File: src/hdl/hec_pkg.sv
package hec_pkg;

    localparam int CODE_W            = 64;
    localparam int LEN_W             = 7;
    localparam int SYN_W             = 7;
    localparam int DLEN_W            = 6;
    localparam int PAR_W             = 3;
    localparam int PAR_MAX           = 7;
    localparam int DEF_MAX_CODE_BITS = 64;
    localparam int DEF_DATA_LEN      = 4;

    typedef enum logic {
        REQ_ENCODE = 1'b0,
        REQ_CHECK  = 1'b1
    } req_t;

    typedef struct packed {
        logic valid;
        req_t req;
    } ctl_t;

    // smallest p with 2^p - p - 1 >= d, capped at PAR_MAX
    function automatic int parity_count_int(input int d);
        int p;
        p = 0;
        for (int i = 0; i < PAR_MAX; i++)
        begin
            if (((1 << i) - i - 1) < d)
            begin
                p = i + 1;
            end
        end
        return p;
    endfunction

    function automatic logic [PAR_W-1:0] parity_count(input logic [DLEN_W-1:0] d);
        logic [PAR_W-1:0] p;
        p = '0;
        for (int i = 0; i < PAR_MAX; i++)
        begin
            if (DLEN_W'(((1 << i) - i - 1)) < d)
            begin
                p = PAR_W'(i + 1);
            end
        end
        return p;
    endfunction

    // largest data length whose codeword still fits in max_bits, at least 1
    function automatic int max_data_len(input int max_bits);
        int r;
        r = 1;
        for (int d = 1; d < (1 << DLEN_W); d++)
        begin
            if (d + parity_count_int(d) <= max_bits)
            begin
                r = d;
            end
        end
        return r;
    endfunction

    // codeword bits (bit k is position k+1) covered by parity bit i, itself excluded
    function automatic logic [CODE_W-1:0] cover_mask(input int i);
        logic [CODE_W-1:0] m;
        m = '0;
        for (int pos = 1; pos <= CODE_W; pos++)
        begin
            if ((((pos >> i) & 1) != 0) && (pos != (1 << i)))
            begin
                m[pos-1] = 1'b1;
            end
        end
        return m;
    endfunction

    // bit index in the codeword of data bit k; CODE_W when it falls off the end
    function automatic int data_pos(input int k);
        int cnt;
        int r;
        cnt = 0;
        r   = CODE_W;
        for (int pos = 1; pos <= CODE_W; pos++)
        begin
            if ((pos & (pos - 1)) != 0)
            begin
                if (cnt == k)
                begin
                    r = pos - 1;
                end
                cnt++;
            end
        end
        return r;
    endfunction

endpackage

File: src/hdl/hec_parity.sv
module hec_parity
    import hec_pkg::*;
(
    input  logic                clk,
    input  logic                rst_n,
    input  ctl_t                in_ctl,
    input  logic [CODE_W-1:0]   in_word,
    output ctl_t                out_ctl,
    output logic [CODE_W-1:0]   out_word,
    output logic [PAR_MAX-1:0]  out_calc,
    output logic [PAR_MAX-1:0]  out_got
);

    ctl_t               ctl_reg;
    logic [CODE_W-1:0]  word_reg;
    logic [PAR_MAX-1:0] calc_reg;
    logic [PAR_MAX-1:0] got_reg;
    logic [PAR_MAX-1:0] calc_next;
    logic [PAR_MAX-1:0] got_next;

    // parity trees over fixed cover masks; bits past the codeword are already zero
    always_comb
    begin
        for (int i = 0; i < PAR_MAX; i++)
        begin
            calc_next[i] = ^(in_word & cover_mask(i));
            got_next[i]  = in_word[(1 << i) - 1];
        end
    end

    always_ff @(posedge clk or negedge rst_n)
    begin
        if (!rst_n)
        begin
            ctl_reg <= '0;
        end
        else
        begin
            ctl_reg <= in_ctl;
        end
    end

    always_ff @(posedge clk)
    begin
        word_reg <= in_word;
        calc_reg <= calc_next;
        got_reg  <= got_next;
    end

    assign out_ctl  = ctl_reg;
    assign out_word = word_reg;
    assign out_calc = calc_reg;
    assign out_got  = got_reg;

endmodule

File: config.mk
export PLATFORM = sky130hd
export DESIGN_NAME = hec_parity
export DESIGN_NICKNAME = d
export VERILOG_FILES = /design/src/hdl/hec_pkg.sv /design/src/hdl/hec_parity.sv
export SDC_FILE = /design/constraint.sdc
export NUM_CORES = 1
export LEC_CHECK = 0
export ABC_AREA = 1
export BUFFER_PORTS_ARGS = -buffer_cell sky130_fd_sc_hd__buf_2
export CORE_MARGIN = 1.5
export CORE_UTILIZATION = 40
export DETAILED_ROUTE_END_ITERATION = 10
export PLACE_DENSITY_LB_ADDON = 0.2
export SLEW_MARGIN = 10
export SYNTH_ARGS = -nofsm -noshare
export SYNTH_HDL_FRONTEND = slang
export SYNTH_SLANG_ARGS = --single-unit
File: constraint.sdc
create_clock -name clk -period 1.2 [get_ports clk]
set_input_delay 0.24 -clock clk [delete_from_list [all_inputs] [get_ports clk]]
set_output_delay 0.24 -clock clk [all_outputs]
set_load 0.05 [all_outputs]
==> results of run 1 <==
## worst paths after layout
path / to / slack, ns
setup / recovery: out_got[4] / 0.01
hold / removal: out_word[28] / 0.03
max in group asynchronous: out_ctl[0] / 0.89
min in group asynchronous: out_ctl[1] / 0.21
## state kept, by name, summed over array words and instances, names as in the netlist
register  count
out_calc      6
out_ctl       2
out_got       1
out_word     63
## per-stage QoR
stage	hold slack (ns)	util, %	setup WS (ns)
after detailed placement	0.0279	52.1	-0.297
after CTS	0.0105	55.7	-0.00211
after floorplan	-0.0556	-	0.00557
final	0.0319	57.0	0.0118
after global routing	0.0266	57.0	-0.0444
after global placement	0.0238	52.1	-0.257
## layout make-up
| cell class | count | area, µm² | share of cell area (%) |
|---|---|---|---|
| repair buffers | 185 | 1100 | 21.0 |
| clock buffers | 11 | 151 | 2.90 |
| multi-input cells | 382 | 2070 | 39.7 |
| well taps | 111 | 139 | 2.66 |
| clock inverters | 5 | 78.8 | 1.51 |
| inverters | 62 | 233 | 4.46 |
| flip-flops and latches | 72 | 1450 | 27.8 |
## cell families after synthesis
kind of cell,after synthesis,synth area share (%)
buf+inv,72,8.09
simple gates,291,31.2
other cells,1,0.100
xor+xnor,90,21.9
flops,72,38.8
## report_power, final
group | internal [mW] | leakage [nW] | switching (mW) | total [mW]
clock network | 1.28 | 0.119 | 0.924 | 2.21
logic | 1.01 | 2.21 | 2.03 | 3.04
registers | 2.60 | 0.614 | 0.0533 | 2.65
total | 4.89 | 2.94 | 3.01 | 7.90
## per-layer routing
layer,up-vias,track usage (%)
li1,1942,-
met1,1573,20.4
met2,104,29.5
met3,10,3.58
met4,0,7.48
met5,-,0
## repair_timing
item,in CTS,in global routing
cloned,0,0
setup endpoints to repair,5,21
pin swaps,0,5
hold buffers,10,0
resized for setup,2,43
endpoints found under the hold margin,11,0
## cells in the final DEF, fill, tap and decap left out
| cell | Yosys | layout |
|---|---|---|
| nand2_1 | 236 | 216 |
| buf_2 | 2 | 127 |
| dfxtp_1 | 70 | 70 |
| inv_1 | 55 | 54 |
| xnor2_1 | 55 | 53 |
| nand3_1 | 45 | 42 |
| xor2_1 | 31 | 31 |
| buf_4 | 8 | 31 |
| nand2_2 | 1 | 21 |
| clkbuf_4 | 0 | 17 |
| clkbuf_8 | 0 | 11 |
| dlygate4sd3_1 | 0 | 10 |
| inv_2 | 7 | 8 |
| xnor2_2 | 3 | 5 |
| nor2_1 | 4 | 4 |
| nand3_2 | 0 | 3 |
| nand3b_1 | 2 | 2 |
| bufinv_16 | 0 | 2 |
| clkinv_2 | 0 | 2 |
| dfrtp_1 | 2 | 2 |
| xor2_2 | 1 | 1 |
| nand2b_1 | 1 | 1 |
| or2_4 | 0 | 1 |
| and2_1 | 1 | 1 |
| conb_1 | 1 | 1 |
| clkinv_4 | 0 | 1 |
==> metrics.md, run 1 <==
| Metric | Value |
|---|---|
| Drt first-iter violations | `60` |
| Die W | `roughly 100 µm` |
| Top-count cell post-synth | `nand2_1` |
| IO Port Bufs | `146` |
| Crit Path Max Fanout | `2` |
| Synth-to-Final Area Change | `39.5%` |
| Status | `completed` |
| Via Count | `3629` |
| CTS tree | `done` |
| VDD IR max | `0.771 mV` |
| GRT overflow | `0` |
| DR top layer | `met4` |
| Fin area | `5220 µm²` |
| Antenna violations before repair | `0` |
| Crit path DAT | `0.95 ns` |
| Die Ht | `99.7 µm` |
| Top cell type's share of synthesized area | `37.4%` |
| Post-DP HPWL | `6740 µm` |
| # IOs | `between 100 and 150` |
| Synthesized cell area | `roughly 3700 µm²` |
| Sequential fraction of the synthesis area | `38.8%` |
| Lkg Pwr | `~2.9 nW` |
| Max Transition Viols Final | `0` |
| # clock sinks | `72` |
| Crit path launch type | `register` |
| Fin cells | `828` |
| Vias in the first global route | `between 3k and 4k` |
| Final TNS setup | `0 ns` |
| Setup CP Type | `register to output pin` |
| DP Area | `4770 µm²` |
| Final WL | `8580 µm` |
| Synth cell types | `19` |
| First-pass GRT wire length | `between 10000 and 15000 µm` |
| Fraction of layout cells with a size suffix above 1 | `between 30% and 40%` |
| Worst Hold Class | `input pin to register` |
| Met1 Routed Length | `3890 µm` |
| Num CTS Buffers | `9` |
| Synth Flop Type | `dfxtp_1` |
| Buffer depth of the longest clock path | `2` |
| Met3 routed WL | `441 µm` |
| GRT Total Usage | `approximately 17%` |
| CP bufs+invs | `1` |
| Min Tclk post-route | `around 1.2 ns` |
| CP Cell Sequence | `buf_2` |
| Top post-synthesis cells by count | `nand2_1 (236), dfxtp_1 (70), inv_1 (55), xnor2_1 (55), nand3_1 (45)` |
| CTS root buffer | `clkbuf_8` |
| Post-CTS Setup Inserts | `0` |
| Hold Vio Cnt, Final | `0` |
| Mapped Avg Cell Area | `7.11 µm²` |
| Max_cap viols | `0` |
| Routed Antenna Nets | `0` |
| Number of diodes | `0` |
| CP Depth | `1` |
| Slowest stage cell, crit path | `dfxtp_1` |
| Highest clock rate | `842 MHz` |
| Pwr/cell area | `1510 nW/µm²` |
| GP Congestion | `0.800` |
| Die area | `9950 µm²` |
| Synthesis warning total | `0` |
| Initial Util | `40.9%` |
| Crit path capture type | `output pin` |
| Syn Inst Count | `526` |
| Crit path from | `out_word[15]` |
| Drt first pass iters | `4` |
| Final #Nets | `780` |
| Unrepaired setup endpoints after global routing | `true` |
| Crit path max-delay family | `flip-flops` |
| Filler Cells Inserted | `~860` |
| WL met2 | `4110 µm` |
| WL per Instance | `about 10 µm` |
| Hold depth | `1` |
| Fin crit share | `between 90 and 100%` |
| Placed cell count | `802` |
| Tot Pwr | `7.90 mW` |
| Post-synth net total | `594` |
| H-tree levels | `3` |
| Core Footprint | `9150 µm²` |
| CP max stage delay | `roughly 0.34 ns` |
| Worst-path clk slew | `0.08 ns` |
| Worst Path Required | `0.96 ns` |
| Synth area leader | `dfxtp_1` |
| # setup viols final | `0` |
| Vias/cell | `4.38` |
| Largest net degree at the start of global routing | `13` |
| Synth area leaders | `dfxtp_1 (37%), nand2_1 (24%), xnor2_1 (13%)` |
| DRC violations left | `0` |
| Rows | `35` |
| Asr flop ratio synth | `under 10%` |
| Worst hold start | `in_word[28]` |
| EDFF count, synth | `0` |
| Seq cells post-synth | `72` |
Note: power is estimated with default switching activity, not from simulation.
==> inputs of run 2 (changes only) <==
- ABC_AREA: 1 -> not set
==> run 2 against run 1 <==
  * Worst setup slack worse by 0.12 ns
  * Global-route usage down 1.3 points
  * Critical endpoint is now out_calc[1]
  * Combinational power down 3%
  * Clock power down 20%
  * The run now ends with setup timing left
  * Critical path depth up 4
  * First-iteration DRC count down 67%
  * Die area down 28%
  * Synthesized area down 29%
  * Maximum frequency down 9.3%
  * Sequential cell count unchanged
==> metrics.md, run 2 <==
| Metric | Value |
|---|---|
| Setup CP Type | `input pin to register` |
| WL per Instance | `12.8 µm (+23%)` |
| Lkg Pwr | `2.06 nW (-30%)` |
| Max_cap viols | `0 (unchanged)` |
| CTS root buffer | `clkbuf_8` |
| Worst Hold Class | `input pin to register` |
| Routed Antenna Nets | `0 (unchanged)` |
| Rows | `29 (-17%)` |
| Buffer depth of the longest clock path | `2 (unchanged)` |
| IO Port Bufs | `146 (unchanged)` |
| Final TNS setup | `-0.456 ns (-0.456 ns)` |
| Most frequent cells in the layout | `buf_2 (138), dfxtp_1 (70), xnor2_1 (38), xnor2_2 (21), xnor3_1 (18)` |
| Seq cells post-synth | `72 (unchanged)` |
| Synth area leader | `dfxtp_1` |
| DP Area | `3570 µm² (-25%)` |
| Crit path from | `in_word[61]` |
| Fin crit share | `109% (+10 points)` |
| Multi-input gate area | `1280 µm² (-38%)` |
| Vias/cell | `4.10 (-6.5%)` |
| Asr flop ratio synth | `2.78% (unchanged)` |
| # IOs | `148 (unchanged)` |
| Largest family of logic cells by synthesized area | `XOR/XNOR gates` |
| Synth Area in Compound Gates | `0% (unchanged)` |
| Crit path DAT | `1.52 ns (+0.57 ns)` |
| Leading cell type in the layout, fill and taps excluded | `buf_2` |
| Unrepaired setup endpoints after global routing | `true` |
| Die W | `84.6 µm (-15%)` |
| Hold depth | `1 (unchanged)` |
| Via Count | `1770 (-51%)` |
| # clock sinks | `72 (unchanged)` |
| Status | `complete, but fails checks` |
| Post-synthesis xor/xnor area fraction | `43.1% (+21 points)` |
| Hold slack | `0.0246 ns (-0.00728 ns)` |
| First-pass GRT wire length | `8480 µm (-38%)` |
| Die area | `7160 µm² (-28%)` |
| Top post-synthesis cells by count | `dfxtp_1 (70), xnor2_1 (54), xnor3_1 (18)` |
| Post-DP HPWL | `4350 µm (-35%)` |
| # setup viols final | `5 (+5)` |
| Num CTS Buffers | `9 (unchanged)` |
| CP endpoint | `out_calc[1]` |
| GP Congestion | `0.712 (-11%)` |
| Antenna violations before repair | `0 (unchanged)` |
| Core Footprint | `6390 µm² (-30%)` |
| Number of diodes | `0 (unchanged)` |
| Top-count cell post-synth | `dfxtp_1` |
| Min Tclk post-route | `1.31 ns (+0.122 ns)` |
| Multiplexer area fraction after synthesis | `0% (unchanged)` |
| Crit path capture type | `register` |
| Worst Path Required | `1.41 ns (+0.45 ns)` |
| Final WS setup | `-0.110 ns (-0.122 ns)` |
| GRT overflow | `0 (unchanged)` |
| Final #Nets | `418 (-46%)` |
| Largest net degree at the start of global routing | `12 (-1)` |
| Drt first-iter violations | `20 (-67%)` |
| Highest clock rate | `764 MHz (-9.3%)` |
| Failing checks | `setup timing` |
| Synth Area in Simple Gates | `0% (-31 points)` |
| Top cell type's share of synthesized area | `52.6% (+15 points)` |
| Initial Util | `41.7% (+0.84 points)` |
| Crit Path Max Fanout | `3 (+1)` |
| Synthesized cell area | `2670 µm² (-29%)` |
| Sequential fraction of the synthesis area | `54.5% (+16 points)` |
| Synth area leaders | `dfxtp_1 (53%), xnor2_1 (18%), xnor3_1 (15%)` |
| Worst-path clk slew | `0.07 ns (about the same)` |
| Register area | `1450 µm² (unchanged)` |
| VDD IR max | `1.87 mV (+140%)` |
| Die Ht | `84.6 µm (-15%)` |
| Largest register FFs | `63 (unchanged)` |
| Mapped Avg Cell Area | `15.5 µm² (+120%)` |
| CTS tree | `done` |
| Adder-Cell Fraction of Synth Area | `0% (unchanged)` |
| EDFF count, synth | `0 (unchanged)` |
| GRT Total Usage | `15.8% (-1.3 points)` |
| Hold Vio Cnt, Final | `0 (unchanged)` |
| Max Transition Viols Final | `0 (unchanged)` |
| Syn Inst Count | `172 (-67%)` |
| Synth Flop Type | `dfxtp_1` |
| Synthesis warning total | `0 (unchanged)` |
| DRC violations left | `0 (unchanged)` |
| Post-synth net total | `240 (-60%)` |
| Synth-to-Final Area Change | `51.2%` |
| Vias in the first global route | `1764 (-46%)` |
| Fraction of layout cells with a size suffix above 1 | `56.1% (+24 points)` |
| Crit path launch type | `input pin` |
| Filler Cells Inserted | `521 (-40%)` |
| Final Util | `63.1% (+6.1 points)` |
| Pwr/cell area | `1840 nW/µm² (+21%)` |
| Worst slack, placed | `-0.528 ns (-0.231 ns)` |
| Final WL | `5510 µm (-36%)` |
| Drt first pass iters | `4 (unchanged)` |
| Synth cell types | `10 (-9)` |
| Fin area | `4030 µm² (-23%)` |
| H-tree levels | `3 (unchanged)` |
## run 2: worst max-delay path, cell delays in order
cell	delay [ns]
buf_2	0.14
xnor2_2	0.18
xnor2_1	0.14
xnor3_1	0.46
xor3_1	0.36
## run 2: logic make-up after synthesis
kind of cell	Yosys count
other	1
DFF	72
xor gates and xnor gates	91
buffers and inverters	8
## run 2: power breakdown
group	leakage (nW)	internal [mW]	total (mW)	switching [mW]
clock network	0.0941	0.952	1.76	0.811
registers	0.614	2.64	2.69	0.0505
logic	1.35	1.42	2.94	1.52
## run 2: how the worst min path moves through the flow
stage | from | end | slack, ns
2_1_floorplan | rst_n | out_ctl[0] | -0.06
3_3_place_gp | rst_n | out_ctl[1] | 0.03
3_5_place_dp | rst_n | out_ctl[1] | 0.03
4_1_cts | in_word[10] | out_word[10] | 0.005
5_1_grt | in_word[10] | out_word[10] | 0.003
6_report | in_word[10] | out_word[10] | 0.02
## run 2: timing repair
action / in CTS / in global routing
pin swaps: 6 / 3
endpoints found under the hold margin: 13 / 0
setup buffers: 1 / 1
resized for setup: 14 / 12
setup endpoints to repair: 6 / 10
hold buffers: 12 / 0
cloned: 0 / 0
## run 2: stage by stage
stage / power [mW] / cells
2_1_floorplan: 4.96 / 172
3_3_place_gp: 5.57 / 403
3_5_place_dp: 5.58 / 403
4_1_cts: 7.47 / 431
5_1_grt: 7.77 / 432
6_report: 7.40 / 432
## run 2: layout make-up
cell class / instances / area share, %
flip-flops and latches: 72 / 36.0
repair buffers: 175 / 25.2
multi-input cells: 92 / 31.9
clock inverters: 4 / 1.12
clock buffers: 12 / 3.35
well taps: 77 / 2.39
## run 2: routing by layer
metal  GRT usage (%)  up-vias  routed length, µm
met5               0        -                  0
met3            5.90        4                531
met4            4.84        0                 34
met2            25.6       92               2650
met1            19.6      782               2300
li1                -      892                  -
==> inputs of run 3 (changes only) <==
- CORE_UTILIZATION: 40 -> 35
- SKIP_CTS_REPAIR_TIMING: not set -> 1
==> run 3 against run 2 <==
  * The flow still finishes with violations (setup timing)
  * Global-route usage decreased by 1.8 points
  * Worst setup slack worse by 0.054 ns
  * First-iteration DRC count increased by 55%
  * Sequential power about the same
  * Maximum frequency is 4.0% lower
  * Critical path depth stayed put
  * Final cell count is 5.8% higher
  * Via count up 2.3%
  * Utilization decreased by 6.0 points
  * Wire length increased by 8.0%
  * Die area grew 14%
  * Clock power grew 22%
==> metrics.md, run 3 (synthesis results as in run 2) <==
| Metric | Value |
|---|---|
| Fraction of layout cells with a size suffix above 1 | `57.8% (+1.8 points)` |
| Status | `complete, but fails checks` |
| Worst hold start | `in_ctl[1]` |
| # IOs | `148 (unchanged)` |
| Rows | `31 (+6.9%)` |
| # setup viols final | `6 (+1)` |
| Core Footprint | `7290 µm² (+14%)` |
| Unrepaired setup endpoints after global routing | `true` |
| Filler Cells Inserted | `652 (+25%)` |
| Min Tclk post-route | `1.36 ns (+0.0545 ns)` |
| Drt first pass iters | `4 (unchanged)` |
| Fin crit share | `114% (+4.5 points)` |
| Post-DP HPWL | `4550 µm (+4.5%)` |
| Worst Hold Class | `input pin to register` |
| Crit Path Max Fanout | `2 (-1)` |
| # clock sinks | `72 (unchanged)` |
| Crit path launch type | `input pin` |
| Pwr/cell area | `1900 nW/µm² (+3.5%)` |
| CTS tree | `done` |
| Die area | `8150 µm² (+14%)` |
| Max Transition Viols Final | `0 (unchanged)` |
| Failing checks | `setup timing` |
| DRC violations left | `0 (unchanged)` |
| Routed Antenna Nets | `0 (unchanged)` |
| Final WL | `5950 µm (+8.0%)` |
| Tot Pwr | `7.91 mW (+7.0%)` |
| Lkg Pwr | `2.10 nW (+1.9%)` |
| Vias in the first global route | `1815 (+2.9%)` |
| Crit path from | `in_word[19]` |
| Crit path capture type | `register` |
| Worst Path Required | `1.41 ns (about the same)` |
| Most frequent cells in the layout | `buf_2 (126), dfxtp_1 (70), xnor2_1 (41), buf_4 (23)` |
| Highest clock rate | `733 MHz (-4.0%)` |
| Hold Vio Cnt, Final | `0 (unchanged)` |
| First-pass GRT wire length | `8600 µm (+1.5%)` |
| GRT overflow | `0 (unchanged)` |
| Final Util | `57.2% (-6.0 points)` |
| Num CTS Buffers | `9 (unchanged)` |
| Via Count | `1810 (+2.3%)` |
| Initial Util | `36.5% (-5.2 points)` |
| Vias/cell | `3.96 (-3.3%)` |
| Synth-to-Final Area Change | `56.4%` |
| Setup CP Type | `input pin to register` |
| Largest register FFs | `63 (unchanged)` |
| CTS root buffer | `clkbuf_8` |
| Die W | `90.3 µm (+6.7%)` |
| Worst-path clk slew | `0.07 ns (about the same)` |
| DP Area | `3620 µm² (+1.4%)` |
| Antenna violations before repair | `0 (unchanged)` |
| GRT Total Usage | `13.9% (-1.8 points)` |
| Final WS setup | `-0.164 ns (-0.0545 ns)` |
| H-tree levels | `3 (unchanged)` |
| WL per Instance | `13.0 µm (+2.1%)` |
| VDD IR max | `1.35 mV (-28%)` |
| Buffer depth of the longest clock path | `2 (unchanged)` |
| Worst slack, placed | `-0.558 ns (-0.0300 ns)` |
| Die Ht | `90.3 µm (+6.7%)` |
| Final #Nets | `421 (+0.72%)` |
| Largest net degree at the start of global routing | `13 (+1)` |
| IO Port Bufs | `146 (unchanged)` |
| Crit path DAT | `1.57 ns (+0.05 ns)` |
| Drt first-iter violations | `31 (+55%)` |
| GP Congestion | `0.730 (+2.6%)` |
| Fin area | `4170 µm² (+3.4%)` |
| Max_cap viols | `0 (unchanged)` |
| Number of diodes | `0 (unchanged)` |
| Leading cell type in the layout, fill and taps excluded | `buf_2` |
==> run 3: routing by layer <==
metal	global-route usage (%)	wire, µm	share of wire [%]
met4	6.61	133	2.2
met5	0	0	0
met2	22.2	2830	48
met3	4.88	410	6.9
met1	16.8	2570	43
==> run 3: stage by stage <==
stage | TNS, ns | hold slack [ns] | std cells
floorplan | -1.34 | -0.0556 | 172
global route | -0.891 | 0.00162 | 457
CTS | -0.990 | -0.334 | 444
finish | -0.666 | 0.0195 | 457
global placement | -3.07 | 0.0246 | 428
detailed placement | -3.06 | 0.0268 | 428
==> run 3: critical path: stages <==
cell and delay [ns]:
buf_6 0.09, xnor3_1 0.40, xnor3_2 0.29, xnor2_2 0.16, xnor3_1 0.39
==> run 3: where the power goes <==
| part | total (mW) | leakage, nW | switching [mW] | internal, mW |
|---|---|---|---|---|
| logic | 3.07 | 1.37 | 1.57 | 1.50 |
| clock network | 2.14 | 0.119 | 0.858 | 1.28 |
| registers | 2.70 | 0.614 | 0.0624 | 2.64 |
==> run 3: final cells by class <==
cell class,count,area (µm²),share of cell area (%)
clock buffer,11,151,3.63
clock inverter,5,78.8,1.89
multi-input combinational,92,1290,31.0
sequential,72,1450,34.8
tap,99,124,2.97
timing repair buffer,178,1070,25.7
==> run 3: final timing paths <==
path                                to  cells past startpoint
min in group asynchronous   out_ctl[1]                      2
min                         out_ctl[1]                      1
max in group asynchronous   out_ctl[0]                      2
max                        out_calc[2]                      5
